File: src/hw/rtl/nat_pkg.sv
// shared types, constants and character helpers for the network address text parser
// no dependencies; used by nat_if, nat_parser, nat_out_stage and the top level
`timescale 1ns / 1ps

package nat_pkg;

  // address format register codes
  localparam logic FMT_IPV4 = 1'b0;
  localparam logic FMT_MAC  = 1'b1;

  localparam int unsigned ADDR_W = 48;
  localparam int unsigned ACC_W  = 9;
  localparam int unsigned IDX_W  = 3;

  // characters of interest
  localparam logic [7:0] CHAR_NUL    = 8'h00;
  localparam logic [7:0] CHAR_DOT    = 8'h2E;
  localparam logic [7:0] CHAR_COLON  = 8'h3A;
  localparam logic [7:0] CHAR_PLUS   = 8'h2B;
  localparam logic [7:0] CHAR_MINUS  = 8'h2D;
  localparam logic [7:0] CHAR_X_LO   = 8'h78;
  localparam logic [7:0] CHAR_X_UP   = 8'h58;
  localparam logic [7:0] CHAR_SPACE  = 8'h20;
  localparam logic [7:0] CHAR_TAB    = 8'h09;
  localparam logic [7:0] CHAR_CR     = 8'h0D;

  // last field index per format
  localparam logic [IDX_W-1:0] LAST_IPV4 = 3'd3;
  localparam logic [IDX_W-1:0] LAST_MAC  = 3'd5;

  // accumulator limits
  localparam logic [ACC_W-1:0] BYTE_MAX = 9'd255;
  localparam logic [ACC_W-1:0] ACC_SAT  = 9'd256;

  // digit code for a character that is no digit
  localparam logic [4:0] DIGIT_NONE = 5'd16;

  // phase within one field
  typedef enum logic [2:0] {
    PH_START  = 3'd0,
    PH_SPACE  = 3'd1,
    PH_SIGN   = 3'd2,
    PH_ZERO   = 3'd3,
    PH_PREFIX = 3'd4,
    PH_DIGITS = 3'd5
  } phase_e;

  // one result transaction
  typedef struct packed {
    logic              parse_error;
    logic [ADDR_W-1:0] address_value;
  } result_t;

  // whitespace as in isspace, nul excluded
  function automatic logic is_space(input logic [7:0] c);
    logic res;
    res = (c == CHAR_SPACE) || ((c >= CHAR_TAB) && (c <= CHAR_CR));
    return res;
  endfunction

  // digit value in the current base, DIGIT_NONE otherwise
  function automatic logic [4:0] digit_of(input logic [7:0] c, input logic hex);
    logic [4:0] res;
    res = DIGIT_NONE;
    if ((c >= 8'h30) && (c <= 8'h39)) begin
      res = 5'(c - 8'h30);
    end else if (hex && (c >= 8'h61) && (c <= 8'h66)) begin
      res = 5'(c - 8'h57);
    end else if (hex && (c >= 8'h41) && (c <= 8'h46)) begin
      res = 5'(c - 8'h37);
    end
    return res;
  endfunction

endpackage

File: src/hw/rtl/nat_if.sv
// channel interfaces: character input and result output, valid/ready handshake
// depends on nat_pkg for the address width
`timescale 1ns / 1ps

interface nat_char_if;
  logic       valid;
  logic       ready;
  logic [7:0] text_char;

  modport source (output valid, output text_char, input ready);
  modport sink   (input valid, input text_char, output ready);
endinterface

interface nat_result_if;
  logic                          valid;
  logic                          ready;
  logic                          parse_error;
  logic [nat_pkg::ADDR_W-1:0]    address_value;

  modport source (output valid, output parse_error, output address_value, input ready);
  modport sink   (input valid, input parse_error, input address_value, output ready);
endinterface

File: src/hw/rtl/nat_in_stage.sv
// input register: captures one character transaction per cycle unless the held character is not taken
// depends on nat_char_if
`timescale 1ns / 1ps

module nat_in_stage (
  input  logic         clk_i,
  input  logic         rst_ni,
  nat_char_if.sink     char_i,
  input  logic         take_i,
  output logic         valid_o,
  output logic [7:0]   char_o
);

  logic       valid_q, valid_d;
  logic [7:0] char_q;

  // register is free when empty or drained this cycle
  assign char_i.ready = !valid_q || take_i;
  assign valid_d      = char_i.valid || (valid_q && !take_i);

  // valid flag
  always_ff @(posedge clk_i or negedge rst_ni) begin
    if (!rst_ni) begin
      valid_q <= 1'b0;
    end else begin
      valid_q <= valid_d;
    end
  end

  // character payload
  always_ff @(posedge clk_i) begin
    if (char_i.valid && char_i.ready) begin
      char_q <= char_i.text_char;
    end
  end

  assign valid_o = valid_q;
  assign char_o  = char_q;

endmodule

File: src/hw/rtl/nat_parser.sv
// field parser: per-character state update and result build on the nul terminator
// depends on nat_pkg
`timescale 1ns / 1ps

module nat_parser (
  input  logic               clk_i,
  input  logic               rst_ni,
  input  logic               fmt_i,
  input  logic               valid_i,
  input  logic [7:0]         char_i,
  input  logic               out_free_i,
  output logic               take_o,
  output logic               res_valid_o,
  output nat_pkg::result_t   res_o
);

  nat_pkg::phase_e                  phase_q, phase_d;
  logic [nat_pkg::IDX_W-1:0]        idx_q, idx_d;
  logic [nat_pkg::ACC_W-1:0]        acc_q, acc_d;
  logic                             minus_q, minus_d;
  logic                             err_q, err_d;
  logic [nat_pkg::ADDR_W-1:0]       shift_q, shift_d;

  logic                             hex;
  logic                             term;
  logic [4:0]                       dig;
  logic                             is_dig;
  logic                             is_sign;
  logic                             is_ws;
  logic [12:0]                      acc_mul;
  logic [12:0]                      acc_sum;
  logic [nat_pkg::ACC_W-1:0]        acc_step;
  logic [nat_pkg::IDX_W-1:0]        last_idx;
  logic [7:0]                       sep_char;
  logic                             ef_err;
  nat_pkg::phase_e                  dig_phase;

  // terminator waits only for a free result register
  assign term   = (char_i == nat_pkg::CHAR_NUL);
  assign take_o = valid_i && (!term || out_free_i);

  // character classification and accumulate step
  always_comb begin
    hex      = (fmt_i == nat_pkg::FMT_MAC);
    dig      = nat_pkg::digit_of(char_i, hex);
    is_dig   = (dig != nat_pkg::DIGIT_NONE);
    is_sign  = (char_i == nat_pkg::CHAR_PLUS) || (char_i == nat_pkg::CHAR_MINUS);
    is_ws    = !term && nat_pkg::is_space(char_i);
    acc_mul  = hex ? {acc_q, 4'b0000}
                   : (13'({acc_q, 3'b000}) + 13'({acc_q, 1'b0}));
    acc_sum  = acc_mul + 13'(dig);
    acc_step = (acc_sum > 13'(nat_pkg::BYTE_MAX)) ? nat_pkg::ACC_SAT
                                                  : acc_sum[nat_pkg::ACC_W-1:0];
    last_idx = hex ? nat_pkg::LAST_MAC : nat_pkg::LAST_IPV4;
    sep_char = hex ? nat_pkg::CHAR_COLON : nat_pkg::CHAR_DOT;
    dig_phase = (hex && (dig == 5'd0)) ? nat_pkg::PH_ZERO : nat_pkg::PH_DIGITS;
    // field end: range check then separator check
    ef_err   = (acc_q > nat_pkg::BYTE_MAX) || (minus_q && (acc_q != '0)) ||
               ((idx_q >= last_idx) ? !term : (char_i != sep_char));
  end

  // next state and result
  always_comb begin
    logic end_field;
    end_field = 1'b0;
    phase_d   = phase_q;
    idx_d     = idx_q;
    acc_d     = acc_q;
    minus_d   = minus_q;
    err_d     = err_q;
    shift_d   = shift_q;

    if (!err_q) begin
      case (phase_q)
        nat_pkg::PH_START: begin
          if (is_ws) begin
            phase_d = nat_pkg::PH_SPACE;
          end else if (is_sign) begin
            minus_d = (char_i == nat_pkg::CHAR_MINUS);
            phase_d = nat_pkg::PH_SIGN;
          end else if (is_dig) begin
            acc_d   = nat_pkg::ACC_W'(dig);
            phase_d = dig_phase;
          end else begin
            end_field = 1'b1;
          end
        end
        nat_pkg::PH_SPACE: begin
          if (is_ws) begin
            phase_d = phase_q;
          end else if (is_sign) begin
            minus_d = (char_i == nat_pkg::CHAR_MINUS);
            phase_d = nat_pkg::PH_SIGN;
          end else if (is_dig) begin
            acc_d   = nat_pkg::ACC_W'(dig);
            phase_d = dig_phase;
          end else begin
            err_d = 1'b1;
          end
        end
        nat_pkg::PH_SIGN: begin
          if (is_dig) begin
            acc_d   = nat_pkg::ACC_W'(dig);
            phase_d = dig_phase;
          end else begin
            err_d = 1'b1;
          end
        end
        nat_pkg::PH_ZERO: begin
          if ((char_i == nat_pkg::CHAR_X_LO) || (char_i == nat_pkg::CHAR_X_UP)) begin
            phase_d = nat_pkg::PH_PREFIX;
          end else if (is_dig) begin
            acc_d   = acc_step;
            phase_d = nat_pkg::PH_DIGITS;
          end else begin
            end_field = 1'b1;
          end
        end
        nat_pkg::PH_PREFIX: begin
          if (is_dig) begin
            acc_d   = acc_step;
            phase_d = nat_pkg::PH_DIGITS;
          end else begin
            err_d = 1'b1;
          end
        end
        nat_pkg::PH_DIGITS: begin
          if (is_dig) begin
            acc_d = acc_step;
          end else begin
            end_field = 1'b1;
          end
        end
        default: begin
          err_d = 1'b1;
        end
      endcase
    end

    // close the current field
    if (end_field) begin
      if (ef_err) begin
        err_d = 1'b1;
      end else begin
        shift_d = {shift_q[nat_pkg::ADDR_W-9:0], acc_q[7:0]};
        if (!term) begin
          idx_d   = idx_q + 3'd1;
          phase_d = nat_pkg::PH_START;
          acc_d   = '0;
          minus_d = 1'b0;
        end
      end
    end

    // result on the terminator
    res_valid_o         = take_o && term;
    res_o.parse_error   = err_d;
    res_o.address_value = err_d ? '0 : shift_d;

    // clear parse state after the terminator
    if (term) begin
      phase_d = nat_pkg::PH_START;
      idx_d   = '0;
      acc_d   = '0;
      minus_d = 1'b0;
      err_d   = 1'b0;
      shift_d = '0;
    end
  end

  // parse state registers
  always_ff @(posedge clk_i or negedge rst_ni) begin
    if (!rst_ni) begin
      phase_q <= nat_pkg::PH_START;
      idx_q   <= '0;
      acc_q   <= '0;
      minus_q <= 1'b0;
      err_q   <= 1'b0;
      shift_q <= '0;
    end else if (take_o) begin
      phase_q <= phase_d;
      idx_q   <= idx_d;
      acc_q   <= acc_d;
      minus_q <= minus_d;
      err_q   <= err_d;
      shift_q <= shift_d;
    end
  end

endmodule

File: src/hw/rtl/nat_out_stage.sv
// result register: holds one result transaction until the sink takes it
// depends on nat_pkg and nat_result_if
`timescale 1ns / 1ps

module nat_out_stage (
  input  logic               clk_i,
  input  logic               rst_ni,
  input  logic               load_i,
  input  nat_pkg::result_t   res_i,
  output logic               free_o,
  nat_result_if.source       result_o
);

  logic             valid_q, valid_d;
  nat_pkg::result_t res_q;

  // free when empty or being taken this cycle
  assign free_o  = !valid_q || result_o.ready;
  assign valid_d = load_i || (valid_q && !result_o.ready);

  // valid flag
  always_ff @(posedge clk_i or negedge rst_ni) begin
    if (!rst_ni) begin
      valid_q <= 1'b0;
    end else begin
      valid_q <= valid_d;
    end
  end

  // result payload
  always_ff @(posedge clk_i) begin
    if (load_i) begin
      res_q <= res_i;
    end
  end

  assign result_o.valid         = valid_q;
  assign result_o.parse_error   = res_q.parse_error;
  assign result_o.address_value = res_q.address_value;

endmodule

File: src/hw/rtl/network_address_text_parser.sv
// Network address text parser: IPv4 dotted decimal or MAC colon hex, one character a cycle unless stalled.
// Throughput: one character per cycle, except while a terminator stalls as described below.
// The result is registered: the terminating nul passes the input register and the parser, then the result register.
// A terminator stalls only while an earlier result still waits in the result register.
// Reset clears the parse state, empties both registers and selects IPv4 format.
// depends on nat_pkg, nat_if, nat_in_stage, nat_parser, nat_out_stage
`timescale 1ns / 1ps

module network_address_text_parser (
  input  logic           clk_i,
  input  logic           rst_ni,
  input  logic           cfg_we_i,
  input  logic           cfg_wdata_i,
  nat_char_if.sink       char_i,
  nat_result_if.source   result_o
);

  logic             fmt_q;
  logic             take;
  logic             ch_valid;
  logic [7:0]       ch;
  logic             out_free;
  logic             res_valid;
  nat_pkg::result_t res;

  // address format register
  always_ff @(posedge clk_i or negedge rst_ni) begin
    if (!rst_ni) begin
      fmt_q <= nat_pkg::FMT_IPV4;
    end else if (cfg_we_i) begin
      fmt_q <= cfg_wdata_i;
    end
  end

  // character input register
  nat_in_stage u_in (
    .clk_i   (clk_i),
    .rst_ni  (rst_ni),
    .char_i  (char_i),
    .take_i  (take),
    .valid_o (ch_valid),
    .char_o  (ch)
  );

  // field parsing
  nat_parser u_parser (
    .clk_i       (clk_i),
    .rst_ni      (rst_ni),
    .fmt_i       (fmt_q),
    .valid_i     (ch_valid),
    .char_i      (ch),
    .out_free_i  (out_free),
    .take_o      (take),
    .res_valid_o (res_valid),
    .res_o       (res)
  );

  // result register
  nat_out_stage u_out (
    .clk_i    (clk_i),
    .rst_ni   (rst_ni),
    .load_i   (res_valid),
    .res_i    (res),
    .free_o   (out_free),
    .result_o (result_o)
  );

endmodule
File: src/flat_wrapper.sv
// flat-port wrapper written by rule: the top's interface ports become plain ports
module network_address_text_parser_flat 
  (clk_i, rst_ni, cfg_we_i, cfg_wdata_i, char_i_valid, char_i_text_char, char_i_ready, result_o_valid, result_o_parse_error, result_o_address_value, result_o_ready);
  nat_char_if char_i_i ();
  nat_result_if result_o_i ();
  input  logic clk_i;
  input  logic rst_ni;
  input  logic cfg_we_i;
  input  logic cfg_wdata_i;
  input wire logic [$bits(char_i_i.valid)-1:0] char_i_valid;
  input wire logic [$bits(char_i_i.text_char)-1:0] char_i_text_char;
  output wire logic [$bits(char_i_i.ready)-1:0] char_i_ready;
  output wire logic [$bits(result_o_i.valid)-1:0] result_o_valid;
  output wire logic [$bits(result_o_i.parse_error)-1:0] result_o_parse_error;
  output wire logic [$bits(result_o_i.address_value)-1:0] result_o_address_value;
  input wire logic [$bits(result_o_i.ready)-1:0] result_o_ready;
  assign char_i_i.valid = char_i_valid;
  assign char_i_i.text_char = char_i_text_char;
  assign char_i_ready = char_i_i.ready;
  assign result_o_valid = result_o_i.valid;
  assign result_o_parse_error = result_o_i.parse_error;
  assign result_o_address_value = result_o_i.address_value;
  assign result_o_i.ready = result_o_ready;
  network_address_text_parser u_core (.clk_i(clk_i), .rst_ni(rst_ni), .cfg_we_i(cfg_we_i), .cfg_wdata_i(cfg_wdata_i), .char_i(char_i_i), .result_o(result_o_i));
endmodule
File: config.mk
export PLATFORM = sky130hd
export DESIGN_NAME = network_address_text_parser_flat
export DESIGN_NICKNAME = d
export VERILOG_FILES = /design/src/hw/rtl/nat_pkg.sv /design/src/hw/rtl/nat_if.sv /design/src/hw/rtl/nat_in_stage.sv /design/src/hw/rtl/nat_parser.sv /design/src/hw/rtl/nat_out_stage.sv /design/src/hw/rtl/network_address_text_parser.sv /design/src/flat_wrapper.sv
export SDC_FILE = /design/constraint.sdc
export NUM_CORES = 1
export LEC_CHECK = 0
export ABC_AREA = 1
export BUFFER_PORTS_ARGS = -buffer_cell sky130_fd_sc_hd__clkbuf_2
export CORE_AREA = 2 2 133 96
export DETAILED_ROUTE_END_ITERATION = 8
export DIE_AREA = 0 0 135 98
export GPL_TIMING_DRIVEN = 0
export PLACE_DENSITY = 0.91
export SKIP_LAST_GASP = 1
export SYNTH_ARGS = -nofsm -noshare
export SYNTH_HDL_FRONTEND = slang
export SYNTH_SLANG_ARGS = --single-unit
File: constraint.sdc
create_clock -name clk_i -period 8.5 [get_ports clk_i]
set_input_delay 1.7 -clock clk_i [delete_from_list [all_inputs] [get_ports clk_i]]
set_output_delay 1.7 -clock clk_i [all_outputs]
set_load 0.005 [all_outputs]
# Yosys cells after proc, flatten, opt, wreduce, memory -nomap -nowiden
# Index checks and enable logic that the tools add are counted.
# totals
reg_bits	125
out_inout_bits	51
input_bits	14
elab_cells	135
# op_classes
mux	54
n_addsub	6
n_lt_le_gt_ge	11
reduce_logical	39
eq_ne	13
# op_table
operator	count
2-to-1 mux 48 bit	3
2-to-1 mux 9 bit	10
2-to-1 mux 3 bit	15
one-hot mux 9 bit (4 select lines)	1
== test 8 x 6 -> 1 bit (second input constant)	3
2-to-1 mux 5 bit	4
2-to-1 mux 1 bit	17
== test 8 x 7 -> 1 bit (second input constant)	2
greater-or-equal comparator 8 x 7 -> 1 bit (second input constant)	2
less-or-equal comparator 8 x 7 -> 1 bit (second input constant)	2
one-hot mux 3 bit (5 select lines)	1
subtractor 5 bit (second input constant)	3
logical AND 1 bit	14
adder 12 x 10 -> 13 bit	1
adder 13 x 5 -> 13 bit	1
greater-than comparator 13 x 8 -> 1 bit (second input constant)	1
2-to-1 mux 13 bit	1
logical OR 1 bit	10
greater-than comparator 9 x 8 -> 1 bit (second input constant)	1
nonzero test 9 bit	1
greater-or-equal comparator 8 x 4 -> 1 bit (second input constant)	1
greater-or-equal comparator 8 x 6 -> 1 bit (second input constant)	1
less-or-equal comparator 8 x 4 -> 1 bit (second input constant)	1
less-or-equal comparator 8 x 6 -> 1 bit (second input constant)	1
17 further kinds	26

# Longest topological paths before layout
# depth
word_depth	17
ltp_mapped	27
mapped_depth_nobuf	27

# Hierarchy
# From an unflattened synthesis, not the netlist that was laid out.
# unflattened
cells_unflattened	839
area_unflattened_um2	7026.7
# modules_own_cells
mod	n_inst	area_per_inst_um2	cells_per_inst	seq_area_each_um2
nat_parser	1	5185.0	766	1626.6
nat_out_stage	1	1516.5	54	1496.4
nat_in_stage	1	285.3	14	265.3
network_address_text_parser	1	40.0	5	25.0

# Worst setup path after synthesis
# Ideal clock, no wire load.
# synth_timing
path_type	input to register
from	input port result_o_ready
to	register u_core.u_out.res_q, in the netlist u_core.u_out.result_o.address_value[0], enable pin
required_ns	8.097
setup_ns	0.403
path_buffers	1
setup_slack_ns	4.671
t_arrival_ns	3.426
stages	5
path_cell_list	inv_1 > a31oi_1 > clkbuf_1 > nand2_1 > inv_1
# synth_via
elab_chain_len	4
# synth_lines
element	line	rtl
start: declaration	flat_wrapper.sv:16	input wire logic [$bits(result_o_i.ready)-1:0] result_o_ready;
logical OR 1 bit	nat_out_stage.sv:18	assign free_o = !valid_q || result_o.ready;
logical OR 1 bit	nat_parser.sv:40	assign take_o = valid_i && (!term || out_free_i);
logical AND 1 bit	nat_parser.sv:40	
logical AND 1 bit	nat_parser.sv:156	res_valid_o = take_o && term;
via u_core.res_valid	network_address_text_parser.sv:23	logic res_valid;
end signal: assignment	nat_out_stage.sv:33	res_q <= res_i;
end: declaration	nat_out_stage.sv:15	nat_pkg::result_t res_q;
# The timed path passes the listed nets, and every way through them passes these cells.
# A chain may end at the register's enable or synchronous reset.

# Worst setup path after layout
# layout_timing
from	register u_core.u_in.char_q[0], in the netlist u_core.u_in.char_o[0]
to	register u_core.u_parser.acc_q[2] (netlist name)
# layout_via
elab_chain_len	16
word_cells_on_any_way	56
classes_between	add/sub (4); order compare (9); eq/ne (7); mux (21); reduce/logical (15)
# layout_lines
element	line	rtl
start: declaration	nat_in_stage.sv:15	logic [7:0] char_q;
start signal: assignment	nat_in_stage.sv:33	char_q <= char_i.text_char;
greater-or-equal comparator 8 x 7 -> 1 bit	nat_pkg.sv:69	end else if (hex && (c >= 8'h41) && (c <= 8'h46)) begin
logical AND 1 bit (2 in a row)	nat_pkg.sv:69	
2-to-1 mux 5 bit	nat_pkg.sv:69	
2-to-1 mux 5 bit	nat_pkg.sv:67	end else if (hex && (c >= 8'h61) && (c <= 8'h66)) begin
2-to-1 mux 5 bit	nat_pkg.sv:65	if ((c >= 8'h30) && (c <= 8'h39)) begin
adder 13 x 5 -> 13 bit	nat_parser.sv:51	acc_sum = acc_mul + 13'(dig);
greater-than comparator 13 x 8 -> 1 bit	nat_parser.sv:52	acc_step = (acc_sum > 13'(nat_pkg::BYTE_MAX)) ? nat_pkg::ACC_SAT
2-to-1 mux 9 bit	nat_parser.sv:52	
2-to-1 mux 9 bit	nat_parser.sv:112, nat_parser.sv:120, nat_parser.sv:128	
2-to-1 mux 9 bit	nat_parser.sv:110	if ((char_i == nat_pkg::CHAR_X_LO) || (char_i == nat_pkg::CHAR_X_UP)) begin
one-hot mux 9 bit (4 select lines)	nat_parser.sv:74	case (phase_q)
2-to-1 mux 9 bit	nat_parser.sv:73	if (!err_q) begin
2-to-1 mux 9 bit	nat_parser.sv:142	if (ef_err) begin
2-to-1 mux 9 bit	nat_parser.sv:141	if (end_field) begin
2-to-1 mux 9 bit	nat_parser.sv:161	if (term) begin
end signal: assignment	nat_parser.sv:176	acc_q <= '0;
end signal: assignment	nat_parser.sv:183	acc_q <= acc_d;
end: declaration	nat_parser.sv:19	logic [nat_pkg::ACC_W-1:0] acc_q, acc_d;
# Several ways; a longest one is shown, not always the timed one.

==> results.yml <==
min_path:
  hold_path.class: "reg2reg"
synth:
  synth_area_leaders: "edfxtp_1 (24%), dfrtp_1 (24%), nand2_1 (15%), inv_1 (5.6%), nand3_1 (5.5%)"
  synth_fp_nets: 943
  syn-mean-instance-area_um2: 7.759
  syn_inst: 908
  synthAdderAreaFrac_pct: 3.942
  ys_ff_latch: 125
  yosysUniqueCellTypes: 45
  synth_top_family_by_area: "simple AND/OR/NAND/NOR gates"
  synth_edf_count: 57
  synth_compound_area_share_pct: 9.465
  postSynth.asyncResetShare_pct: 54.40
  yosys_warnings: 0
  yosys_most_used_dff: "dfrtp_1"
  synth_top_cell_by_area: "edfxtp_1"
  synth_most_common_cell: "nand2_1"
  synth_seq_area_share_pct: 48.45
  ys_top_cells_by_count: "nand2_1 (286), inv_1 (106), nor2_1 (87)"
  synth_xor_area_share_pct: 0.3729
  synth_area_um2: 7046
  synth_top_area_share_pct: 24.29
  synthSimpleGateAreaFrac_pct: 29.02
  synthMuxAreaShare_pct: 0
placed_design:
  place_hpwl_mm: 12.49
  dpl_cell_area_um2: 7619
  port_buffers: 64
  pre_cts_ws_ns: 4.422
  gp_congestion: 0.9738
floorplanning:
  die_h_um: 98
  core_area_um2: 12080
  die-area_um2: 13230
  dieWidth_um: 135
  io_pins: 65
  initial_core_util_pct: 58.32
  rows: 34
detailed_routing:
  drt_iter0_markers: 973
  wl_met1_mm: 8.155
  viasPerCell: 5.700
  wl_met3_mm: 1.786
  vias: 6658
  highest_layer: "met4"
  drc: 0
  dr.pass1.iters: 6
  drt-wirelength-per-cell_um: 15.87
  wirelength_mm: 18.54
  drtAntennaViolNets: 0
  routed-wl-met2_mm: 8.201
global_route:
  track_usage_pct: 29.25
  grt_max_degree: 56
  grt-ovfl-total: 0
  grt_pass1_vias: 6262
  grt_pass1_wl_mm: 30.49
  antenna_found_initial: 1
final_layout:
  diodes: 0
  fin_nets: 1028
  drive_gt1_share_pct: 13.02
  fillCellCount: 964
  final_design_area_no_fill_um2: 8274
  area_growth_syn_to_layout_pct: 17.44
setup_path:
  start_kind: "register"
  path_max_fanout: 10
  endpoint_kind: "register"
  critical_path_class: "reg2reg"
  worstPathRequired_ns: 8.85
  critical_path_arrival_ns: 4.29
sta:
  final.min_clock_period_ns: 3.933
  timing.fmax_mhz: 254.3
  relSlewSlack_pct: 23.88
  max_slew.worst_pin.slew_ns: 1.124
  fin_ws_ns: 4.567
  timing.setup.tns_ns: 0
  hold_viol: 0
  slew_viol_final: 0
  rsz0062_at_grt: "false"
  finalCritPeriodShare_pct: 46.27
  finalClockSkew_ns: 0.007764
  setup_viol: 0
clock_tree:
  cts_hold_buf: 0
  cts_tree: "built"
  clockBufferDepth: 2
  ctsResizeCount: 0
  clock_sinks: 125
  numCtsBuffers: 17
  post_cts_buffers: 0
  cts-htree-levels: 4
  clock_latency_ns: 0.42
  cts_root_buf: "clkbuf_16"
  clk_pin_slew_ns: 0.06
power:
  p_leak_nw: 3.951
  peakVddDrop_mv: 0.2071
  pwr_density_cell_nw_per_um2: 302.1
  finalPower_mw: 2.500
flow_run:
  cap_violations: 0
status:
  status: "finished clean"
==> cell families after synthesis <==
group / Yosys count
flops: 125
fa+ha+maj: 21
xor+xnor: 3
simple gates: 490
compound gates: 119
buf+inv: 150
==> cells in the final DEF (no fill, tap or decap), drive strengths merged, types with 18 or more instances in the layout <==
| cell | Yosys | layout |
|---|---|---|
| inv | 113 | 115 |
| a21oi | 19 | 19 |
| ha | 19 | 19 |
| clkbuf | 18 | 101 |
| o21ai | 75 | 75 |
| nand2 | 288 | 288 |
| nor2 | 88 | 88 |
| edfxtp | 57 | 57 |
| nand3 | 78 | 78 |
| buf | 16 | 18 |
| dfrtp | 68 | 68 |
==> power breakdown <==
group | internal, mW | switching (mW)
clock network | 0.530 | 0.278
registers | 0.745 | 0.0764
logic | 0.280 | 0.590
==> metrics by stage <==
stage                     instances  util [%]  hold WS (ns)
final                          1168     68.49        0.4724
after global routing           1168     68.49        0.5028
after CTS                      1168     68.49        0.4769
after detailed placement       1136     63.06        0.4636
after global placement         1134     62.64        0.4548
after floorplan                 908         -        0.4414
==> layout make-up <==
cell class	count	area, um^2	share of cell area (%)
Timing Repair Buffer	66	370.4	4.476
Tap cell	162	202.7	2.450
Clock inverter	13	212.7	2.571
Multi-Input combinational cell	633	3015	36.44
Sequential cell	125	3413	41.25
Inverter	116	435.4	5.262
Clock buffer	19	442.9	5.353
Buffer	34	181.4	2.193
==> state kept, by name, indices dropped and copies added, names as in the netlist, 3 cells and up <==
name / count
u_core.u_parser.idx_q: 3
u_core.u_parser.shift_q: 48
u_core.u_out.result_o.address_value: 48
u_core.u_parser.acc_q: 9
u_core.u_in.char_o: 8
u_core.u_parser.phase_q: 3
==> path summary, 6_finish.rpt <==
| kind | startpoint | endpoint | slack, ns | cells after the start |
|---|---|---|---|---|
| setup / recovery | u_core.u_in.char_o[0]$_DFFE_PP_ | u_core.u_parser.acc_q[2]$_DFFE_PN0P_ | 4.57 | 22 |
| setup reg to reg | u_core.u_in.char_o[0]$_DFFE_PP_ | u_core.u_parser.acc_q[2]$_DFFE_PN0P_ | 4.57 | 22 |
| min in group asynchronous | rst_ni | u_core.u_parser.shift_q[34]$_DFFE_PN0P_ | 1.17 | 1 |
| hold reg to reg | u_core.u_parser.shift_q[43]$_DFFE_PN0P_ | u_core.u_parser.shift_q[43]$_DFFE_PN0P_ | 0.47 | 2 |
| hold / removal | u_core.u_parser.shift_q[43]$_DFFE_PN0P_ | u_core.u_parser.shift_q[43]$_DFFE_PN0P_ | 0.47 | 2 |
| max in group asynchronous | rst_ni | u_core.u_parser.acc_q[8]$_DFFE_PN0P_ | 6.77 | 2 |
==> worst max-delay path, cell delays in order (launching register included) <==
cell and delay (ns):
edfxtp_1 0.48, inv_1 0.16, ha_1 0.18, nor2_1 0.06, nand2_1 0.08, nand4_2 0.25
o21ai_0 0.27, nand2_1 0.08, inv_1 0.10, ha_1 0.17, inv_1 0.05, fa_1 0.41
o21ai_0 0.36, nand3_1 0.14, nor2_1 0.18, nand3_1 0.10, nand2_1 0.24, nand2_1 0.12
nand2_1 0.12, nand3_1 0.10, nand3_1 0.09, nand2_1 0.05, nand2_1 0.05
==> routing by layer <==
layer	vias to the layer above	global-route usage (%)
met5	-	0
met4	0	9.696
met3	49	7.373
met2	380	43.46
met1	3100	42.37
li1	3129	-
Note: power is estimated with default switching activity, not from simulation.
